### src/htfc_pkg.sv
// shared types, constants and functions of the humidity and temperature frame checker
package htfc_pkg;

	// frame layout and crc
	typedef logic [2:0] pos_t;
	localparam pos_t POS_TEMP_HI  = 3'd0;
	localparam pos_t POS_TEMP_LO  = 3'd1;
	localparam pos_t POS_TEMP_CRC = 3'd2;
	localparam pos_t POS_HUM_HI   = 3'd3;
	localparam pos_t POS_HUM_LO   = 3'd4;
	localparam pos_t POS_HUM_CRC  = 3'd5;

	localparam logic [7:0] CRC_POLY = 8'h31;
	localparam logic [7:0] CRC_INIT = 8'hFF;

	// scaling
	localparam int TPROD_W = 27;
	localparam int HPROD_W = 23;
	localparam int TQ_W    = 11;
	localparam int HQ_W    = 7;
	localparam logic [10:0] TEMP_SCALE  = 11'd1750;
	localparam logic [6:0]  HUM_SCALE   = 7'd100;
	localparam logic [10:0] TEMP_OFFSET = 11'd450;
	localparam logic [16:0] DIV_K       = 17'd65535;

	// assembled frame passed to the scaling stages
	typedef struct packed {
		logic [15:0] temp_raw;
		logic [15:0] hum_raw;
		logic        temp_crc_ok;
		logic        hum_crc_ok;
	} frame_t;

	// quotient by 65535 with a nonzero-remainder flag
	typedef struct packed {
		logic [TQ_W-1:0] q;
		logic            rem_nz;
	} quot_t;

	// crc-8, polynomial 0x31, msb first
	function automatic logic [7:0] crc8_update(input logic [7:0] crc, input logic [7:0] b);
		logic [7:0] v;
		v = crc ^ b;
		for (int k = 0; k < 8; k++) begin
			if (v[7]) begin
				v = {v[6:0], 1'b0} ^ CRC_POLY;
			end else begin
				v = {v[6:0], 1'b0};
			end
		end
		return v;
	endfunction

	// x / 65535 for x below 2^27: x = q0*65535 + (q0 + lo), one correction step
	function automatic quot_t div65535(input logic [TPROD_W-1:0] x);
		logic [TQ_W-1:0] q0;
		logic [16:0]     r0;
		logic            ge;
		quot_t           res;
		q0 = x[TPROD_W-1:16];
		r0 = {1'b0, x[15:0]} + {6'd0, q0};
		ge = (r0 >= DIV_K);
		res.q = q0 + {{(TQ_W-1){1'b0}}, ge};
		res.rem_nz = ge ? (r0 != DIV_K) : (r0 != 17'd0);
		return res;
	endfunction

endpackage

### src/htfc_out_if.sv
// result request channel: raw words, crc flags and scaled values
interface htfc_out_if;
	logic               valid;
	logic               ready;
	logic [15:0]        temp_raw;
	logic [15:0]        hum_raw;
	logic               temp_crc_ok;
	logic               hum_crc_ok;
	logic signed [11:0] temp_deci;
	logic [6:0]         hum_pct;

	modport source (output valid, output temp_raw, output hum_raw, output temp_crc_ok,
		output hum_crc_ok, output temp_deci, output hum_pct, input ready);
	modport sink (input valid, input temp_raw, input hum_raw, input temp_crc_ok,
		input hum_crc_ok, input temp_deci, input hum_pct, output ready);
endinterface

### src/htfc_scale.sv
// scaling: constant multiply, then division by 65535 into the result register
module htfc_scale import htfc_pkg::*; (
	input  logic   clk,
	input  logic   arst_n,
	input  logic   frame_vld,
	input  frame_t frame,
	output logic   frame_rdy,
	htfc_out_if.source result
);

	logic               vld_s2;
	frame_t             frame_s2;
	logic [TPROD_W-1:0] tprod_s2;
	logic [HPROD_W-1:0] hprod_s2;

	logic               vld_s3;
	frame_t             frame_s3;
	logic signed [11:0] temp_deci_s3;
	logic [HQ_W-1:0]    hum_pct_s3;

	logic               rdy_s3;
	logic               rdy_s2;
	quot_t              tq;
	quot_t              hq;
	logic [TQ_W-1:0]    tq_adj;
	logic signed [11:0] temp_deci;

	// stage handshake
	assign rdy_s3    = !vld_s3 || result.ready;
	assign rdy_s2    = !vld_s2 || rdy_s3;
	assign frame_rdy = rdy_s2;

	// multiply stage
	always_ff @(posedge clk or negedge arst_n) begin
		if (!arst_n) begin
			vld_s2 <= 1'b0;
		end else if (rdy_s2) begin
			vld_s2 <= frame_vld;
		end
	end

	always_ff @(posedge clk) begin
		if (rdy_s2 && frame_vld) begin
			frame_s2 <= frame;
			tprod_s2 <= {{(TPROD_W-16){1'b0}}, frame.temp_raw} *
				{{(TPROD_W-11){1'b0}}, TEMP_SCALE};
			hprod_s2 <= {{(HPROD_W-16){1'b0}}, frame.hum_raw} *
				{{(HPROD_W-7){1'b0}}, HUM_SCALE};
		end
	end

	// divide by 65535; below the offset round the quotient up for truncation toward zero
	assign tq        = div65535(tprod_s2);
	assign hq        = div65535({{(TPROD_W-HPROD_W){1'b0}}, hprod_s2});
	assign tq_adj    = tq.q + {{(TQ_W-1){1'b0}}, ((tq.q < TEMP_OFFSET) && tq.rem_nz)};
	assign temp_deci = $signed({1'b0, tq_adj}) - $signed({1'b0, TEMP_OFFSET});

	// result register
	always_ff @(posedge clk or negedge arst_n) begin
		if (!arst_n) begin
			vld_s3 <= 1'b0;
		end else if (rdy_s3) begin
			vld_s3 <= vld_s2;
		end
	end

	always_ff @(posedge clk) begin
		if (rdy_s3 && vld_s2) begin
			frame_s3     <= frame_s2;
			temp_deci_s3 <= temp_deci;
			hum_pct_s3   <= hq.q[HQ_W-1:0];
		end
	end

	assign result.valid       = vld_s3;
	assign result.temp_raw    = frame_s3.temp_raw;
	assign result.hum_raw     = frame_s3.hum_raw;
	assign result.temp_crc_ok = frame_s3.temp_crc_ok;
	assign result.hum_crc_ok  = frame_s3.hum_crc_ok;
	assign result.temp_deci   = temp_deci_s3;
	assign result.hum_pct     = hum_pct_s3;

endmodule

### src/flat_wrapper.sv
// flat-port wrapper written by rule: the top's interface ports become plain ports
module htfc_scale_flat import htfc_pkg::*;
  (clk, arst_n, frame_vld, frame, frame_rdy, result_valid, result_temp_raw, result_hum_raw, result_temp_crc_ok, result_hum_crc_ok, result_temp_deci, result_hum_pct, result_ready);
  htfc_out_if result_i ();
  input  logic clk;
  input  logic arst_n;
  input  logic frame_vld;
  input  frame_t frame;
  output logic frame_rdy;
  output wire logic [$bits(result_i.valid)-1:0] result_valid;
  output wire logic [$bits(result_i.temp_raw)-1:0] result_temp_raw;
  output wire logic [$bits(result_i.hum_raw)-1:0] result_hum_raw;
  output wire logic [$bits(result_i.temp_crc_ok)-1:0] result_temp_crc_ok;
  output wire logic [$bits(result_i.hum_crc_ok)-1:0] result_hum_crc_ok;
  output wire logic [$bits(result_i.temp_deci)-1:0] result_temp_deci;
  output wire logic [$bits(result_i.hum_pct)-1:0] result_hum_pct;
  input wire logic [$bits(result_i.ready)-1:0] result_ready;
  assign result_valid = result_i.valid;
  assign result_temp_raw = result_i.temp_raw;
  assign result_hum_raw = result_i.hum_raw;
  assign result_temp_crc_ok = result_i.temp_crc_ok;
  assign result_hum_crc_ok = result_i.hum_crc_ok;
  assign result_temp_deci = result_i.temp_deci;
  assign result_hum_pct = result_i.hum_pct;
  assign result_i.ready = result_ready;
  htfc_scale u_core (.clk(clk), .arst_n(arst_n), .frame_vld(frame_vld), .frame(frame), .frame_rdy(frame_rdy), .result(result_i));
endmodule
### config.mk
export PLATFORM = sky130hd
export DESIGN_NAME = htfc_scale_flat
export DESIGN_NICKNAME = d
export VERILOG_FILES = /design/src/htfc_pkg.sv /design/src/htfc_out_if.sv /design/src/htfc_scale.sv /design/src/flat_wrapper.sv
export SDC_FILE = /design/constraint.sdc
export NUM_CORES = 1
export LEC_CHECK = 0
export ABC_AREA = 1
export BUFFER_PORTS_ARGS = -buffer_cell sky130_fd_sc_hd__buf_2
export CAP_MARGIN = 20
export CORE_MARGIN = 3
export CORE_UTILIZATION = 53
export CTS_BUF_LIST = sky130_fd_sc_hd__clkbuf_4 sky130_fd_sc_hd__clkbuf_8 sky130_fd_sc_hd__clkbuf_16
export DETAILED_ROUTE_END_ITERATION = 12
export PLACE_DENSITY_LB_ADDON = 0.15
export SLEW_MARGIN = 20
export SYNTH_ARGS = -nofsm -noshare
export SYNTH_HDL_FRONTEND = slang
export SYNTH_SLANG_ARGS = --single-unit
### constraint.sdc
create_clock -name clk -period 7.4 [get_ports clk]
set_input_delay 0.74 -clock clk [delete_from_list [all_inputs] [get_ports clk]]
set_output_delay 0.74 -clock clk [all_outputs]
set_load 0.02 [all_outputs]
==> results of run 1 <==
metal layers:
| metal | part of all wire, % | track usage, % | routed length [µm] |
|---|---|---|---|
| met4 | 1.3 | 5.01 | 296 |
| met5 | 0 | 0 | 0 |
| met3 | 3.8 | 3.90 | 865 |
| met1 | 49 | 28.6 | 11100 |
| met2 | 46 | 33.7 | 10500 |
state kept, by name, indices dropped and copies added (netlist names), 7 cells and up:
signal                   cells
u_core.result.hum_raw       16
u_core.result.temp_deci     12
u_core.frame_s2             34
u_core.hprod_s2             18
u_core.result.temp_raw      16
u_core.tprod_s2             25
u_core.result.hum_pct        7
placed cells by master (no fill, tap or decap), drive strengths merged, types with 2 or more instances in the layout:
cell and instances:
nor3 15, o21a 2, a21boi 2, nand4 16
ha 162, fa 74, nand2 234, nand3b 2
xnor2 21, clkbuf 17, a31oi 5, o21ai 25
inv 251, bufinv 2, o211ai 2, a221oi 2
a21oi 41, buf 94, xor2 41, nand3 72
nor2 66, clkinv 4, dfrtp 2, a21o 7
edfxtp 130, o21bai 5
metrics by stage:
| stage | instances | setup WS, ps |
|---|---|---|
| 6_report | 1572 | 2030 |
| 5_1_grt | 1572 | 1340 |
| 4_1_cts | 1572 | 2010 |
| 3_5_place_dp | 1540 | 2010 |
| 3_3_place_gp | 1540 | 2160 |
| 2_1_floorplan | 1177 | 2580 |
cell usage after synthesis, types with 2 or more instances:
cell,n
inv_1,242
nand2_1,222
ha_1,162
edfxtp_1,130
fa_1,74
nand3_1,69
nor2_1,54
a21oi_1,41
xor2_1,38
o21ai_0,22
xnor2_1,21
nand4_1,16
nor3_1,15
nand2_2,10
a21o_1,7
nor2_2,7
a31oi_1,5
o21bai_1,5
nor2_4,4
nand3_2,3
xor2_2,3
a21boi_0,2
a221oi_1,2
dfrtp_1,2
nand2_4,2
nand3b_1,2
o211ai_1,2
o21a_1,2
o21ai_2,2
logic make-up after synthesis:
family	share of synthesized area (%)
buffers and inverters	8.11
AOI/OAI and AO/OA	4.82
xor gates and xnor gates	5.00
adders and majority gates	31.0
DFF	35.0
and+or+nand+nor	16.1
final timing paths:
| path | from | end | slack [ps] | cells after the start |
|---|---|---|---|---|
| setup / recovery | u_core.tprod_s2[17]$_DFFE_PP_ | u_core.result.temp_deci[9]$_DFFE_PP_ | 2030 | 35 |
| hold / removal | arst_n | u_core.vld_s2$_DFFE_PN0N_ | 90 | 1 |
| setup reg to reg | u_core.tprod_s2[17]$_DFFE_PP_ | u_core.result.temp_deci[9]$_DFFE_PP_ | 2030 | 35 |
| hold reg to reg | u_core.frame_s2[19]$_DFFE_PP_ | u_core.result.temp_raw[1]$_DFFE_PP_ | 420 | 0 |
| max in group asynchronous | arst_n | u_core.result.valid$_DFFE_PN0P_ | 7220 | 1 |
| min in group clk | u_core.frame_s2[19]$_DFFE_PP_ | u_core.result.temp_raw[1]$_DFFE_PP_ | 420 | 0 |
power by group through the flow:
stage	Clock (mW)	Sequential, mW	Combinational, mW
floorplan	0	1.31	2.29
global placement	0	1.28	2.99
detailed placement	0	1.28	3.02
CTS	0.932	1.27	3.06
global route	0.967	1.29	3.53
finish	0.911	1.27	3.08
final cells by class:
type / count / area share (%)
Multi-Input combinational cell: 801 / 50.6
Sequential cell: 132 / 31.0
Inverter: 243 / 7.16
Timing Repair Buffer: 94 / 3.73
Clock buffer: 17 / 3.33
Tap cell: 270 / 2.65
Clock inverter: 15 / 1.61
==> qor.yml, run 1 <==
status:
  status: "finished clean"
power_and_ir_drop:
  p_leak_nw: 6.39
  p_sw_mw: 2.45
  power_density_nw_per_um2: 412
  pwr-share-clk_pct: 17.3
  p_sw_share_pct: 46.5
  combPwrFrac_pct: 58.5
  intPower_mw: 2.81
  total_power_mw: 5.26
  ir_worst_vdd_mv: 0.288
  pwr-share-seq_pct: 24.1
flow_run:
  maxCapViolCount: 0
sta:
  fin_setup_tns_ps: 0
  setup_viol: 0
  min_period_ps: 5370
  slew_viol_final: 0
  timing.hold.ws_ps: 85.2
  clock_skew_ps: 8.59
  rsz0062_at_grt: "false"
  fin_crit_sh_pct: 72.6
  slew_headroom_pct: 31.8
  fmax_mhz: 186
  tightest_slew_ps: 1020
  hold_viol_final: 0
synth:
  synth_edf_count: 130
  ys_types: 40
  synthCells: 1177
  yosys_warnings: 0
  synth_top_cell_area_share_pct: 34.5
  synth_area_per_cell_um2: 9.61
  yosys_most_used_dff: "edfxtp_1"
  yosysSeqAreaShare_pct: 35.0
  async_reset_ff_share_pct: 1.52
  syn-num-nets: 1451
  yosys.area.top_type: "edfxtp_1"
  synth_seq_cells: 132
  syn_area_um2: 11300
  yosys-top-cells-area: "edfxtp_1, ha_1, fa_1, inv_1, nand2_1"
placed_design:
  io_buffers: 92
  gp_congestion: 0.859
  post_dp_cell_area_um2: 12100
  dp_hpwl_mm: 17.9
floorplanning:
  rows: 52
  start_util_pct: 54.8
  die_area_um2: 23100
  die_width_um: 152
  io_pins: 93
  fp.coreArea_um2: 20600
  die_h_um: 152
clock_network:
  clockBufferDepth: 2
  clock-sinks: 132
  clock_latency_ps: 420
  htree_levels: 4
  path_clk_slew_ps: 70
  hold_buffers: 0
  cts_tree: "yes"
  cts-root-buf: "clkbuf_16"
  numCtsBuffers: 17
  cts_resized: 0
  post_cts_buffers: 0
final_layout:
  antenna_cells: 0
  seq_area_um2: 3950
  multi_input_area_um2: 6450
  drive_above_1_share_pct: 12.5
  nNetsFinal: 1563
  syn_to_final_growth_pct: 12.8
  design_area_um2: 12800
  num-fill-cells: 1715
  final_util_pct: 61.9
critical_path:
  cp_num_buf_inv: 3
  crit_family: "simple AND/OR/NAND/NOR gates"
  critPathSlowestCell: "edfxtp_1"
  slowest_delay_ps: 490
  cp_max_fo: 5
  cp-end-kind: "register"
  crit_type: "register to register"
  start_kind: "register"
  crit_required_ps: 7570
  arrival_ps: 5550
detailed_routing:
  num_vias: 8085
  drcViolationCount: 0
  dr.pass1.iters: 5
  viasPerCell: 5.14
  dr.first_iter.drc_count: 390
  wl_per_cell_um: 14.5
  drt_wl_total_mm: 22.8
  antenna_left: 0
global_route:
  antenna_found_initial: 0
  grt-ovfl-total: 0
  grt_pass1_wl_mm: 39.4
  grt_max_degree: 78
  grt_pass1_vias: 8208
  grt_use_total_pct: 20.6
min_path:
  hold_class: "input pin to async pin"
Power figures use the tool's default switching activity.
==> inputs of run 2 (changes only) <==
==> constraint.sdc (replaced) <==
create_clock -name clk -period 4.6 [get_ports clk]
set_input_delay 0.46 -clock clk [delete_from_list [all_inputs] [get_ports clk]]
set_output_delay 0.46 -clock clk [all_outputs]
set_load 0.02 [all_outputs]
==> qor.yml, run 2 (synthesis gave the netlist of run 1 again) <==
clock_network:
  clock-sinks: 132
  numCtsBuffers: 17
  clockBufferDepth: 2
  clock_latency_ps: 420
  cts-root-buf: "clkbuf_16"
  htree_levels: 4
  cts_tree: "yes"
  path_clk_slew_ps: 60
floorplanning:
  rows: 52
  die_area_um2: 23100
  die_h_um: 152
  start_util_pct: 54.8
  io_pins: 93
  fp.coreArea_um2: 20600
  die_width_um: 152
sta:
  hold_viol_final: 0
  fin_crit_sh_pct: 108
  min_period_ps: 4970
  tightest_slew_ps: 976
  rsz0062_at_grt: "true"
  slew_headroom_pct: 34.8
  slew_viol_final: 0
  fin_setup_tns_ps: -1980
  clock_skew_ps: 8.56
  fmax_mhz: 201
  fin_ws_ps: -367
  setup_viol: 8
critical_path:
  slowest_delay_ps: 470
  cp-end-kind: "register"
  path_common_cell: "buf_4"
  start_kind: "register"
  rr_startpoint: "u_core.tprod_s2[17]$_DFFE_PP_"
  critPathLaunch: "u_core.tprod_s2[17]$_DFFE_PP_"
  cp_num_buf_inv: 14
  arrival_ps: 5150
  crit_required_ps: 4780
  critPathSlowestCell: "edfxtp_1"
  ff2ff_setup_slack_ps: -370
  crit_family: "simple AND/OR/NAND/NOR gates"
  crit_type: "register to register"
  cp_max_fo: 4
global_route:
  met1_usage_pct: 30.2
  grt_pass1_wl_mm: 42.3
  busiest_layer: "met2"
  antenna_found_initial: 0
  grt-ovfl-total: 0
  met2_usage_pct: 36.9
  grt_pass1_vias: 8968
  grt_use_total_pct: 22.3
  use_met3_pct: 3.87
  grt_max_degree: 52
min_path:
  hold_path_startpoint: "frame[1]"
  hold_class: "input pin to register"
status:
  status: "finished with violations"
  violations: "negative setup slack"
power_and_ir_drop:
  ir_worst_vdd_mv: 0.450
  power_density_nw_per_um2: 686
  p_leak_nw: 7.09
detailed_routing:
  num_vias: 8756
  dr.first_iter.drc_count: 422
  wl_per_cell_um: 14.9
  drcViolationCount: 0
  antenna_left: 0
  viasPerCell: 5.11
  dr.pass1.iters: 5
  drt_wl_total_mm: 25.5
placed_design:
  post_dp_cell_area_um2: 13000
  io_buffers: 92
  dp_slack_ps: -293
  dp_hpwl_mm: 19.7
  gp_congestion: 0.888
final_layout:
  layout_common_cells: "inv_1, nand2_1, ha_1"
  top_register: "u_core.frame_s2"
  num-fill-cells: 1620
  top_regs: "u_core.frame_s2 x34, u_core.tprod_s2 x25, u_core.hprod_s2 x18"
  nNetsFinal: 1705
  multi_input_area_um2: 6820
  design_area_um2: 14100
  seq_area_um2: 3950
  antenna_cells: 0
  largest_reg_flops: 34
  mostFrequentLayoutCell: "inv_1"
  drive_above_1_share_pct: 24.9
  syn_to_final_growth_pct: 25.0
flow_run:
  maxCapViolCount: 0
run 2: changes by cell type in the layout (fill, tap and decap cells not counted), moves of 7 or more:
cell and delta:
buf_4 +140, ha_1 -14, ha_4 +14, inv_1 -7
nand2_1 -15, nand2_2 +10, nand3_1 -8
run 2: layout make-up:
cell class / instances / area share [%]
Multi-Input combinational cell: 801 / 48.2
Sequential cell: 132 / 28.0
Timing Repair Buffer: 236 / 10.9
Inverter: 243 / 6.48
Clock buffer: 17 / 3.01
Tap cell: 270 / 2.39
Clock inverter: 15 / 0.982
run 2: worst reg2reg max path, delay by kind of cell, from the launching register on:
family | cells | cell delay (ps)
buffers and inverters | 14 | 1600
adder cells (fa/ha/maj) | 4 | 950
flip-flops | 1 | 470
AND/OR/NAND/NOR | 20 | 1730
run 2: where the power goes:
group,total (mW),switching (mW),internal (mW)
clock network,1.30,0.586,0.714
logic,6.36,3.55,2.81
registers,2.04,0.194,1.85
total,9.70,4.33,5.37
run 2: per-stage QoR:
step | utilization (%) | hold WS [ps] | power, mW | cells
after detailed placement | 62.9 | 246 | 7.89 | 1642
final | 68.5 | 215 | 9.70 | 1714
after global routing | 68.5 | 195 | 10.6 | 1714
after floorplan | - | 164 | 5.84 | 1177
after CTS | 67.2 | 194 | 9.40 | 1706
after global placement | 62.9 | 247 | 7.78 | 1642
run 2: final timing paths:
kind,end,depth (start not counted)
hold reg to reg,u_core.result.hum_raw[5]$_DFFE_PP_,0
setup reg to reg,u_core.result.temp_deci[10]$_DFFE_PP_,38
min in group asynchronous,u_core.result.valid$_DFFE_PN0P_,2
hold / removal,u_core.frame_s2[1]$_DFFE_PP_,1
max in group asynchronous,u_core.vld_s2$_DFFE_PN0N_,2
setup / recovery,u_core.result.temp_deci[10]$_DFFE_PP_,38
run 2: what timing repair did:
action,CTS,global route
hold buffers,1,0
resized for setup,16,45
setup buffers,32,9
pin swaps,15,44
hold endpoints to repair,2,0
endpoints found under the setup margin,9,10
run 2: metal layers:
metal  up-vias  share of wire (%)
li1       4362                  -
met1      4145                 46
met2       200                 48
met3        49                3.6
met4         0                2.0
met5         -                  0
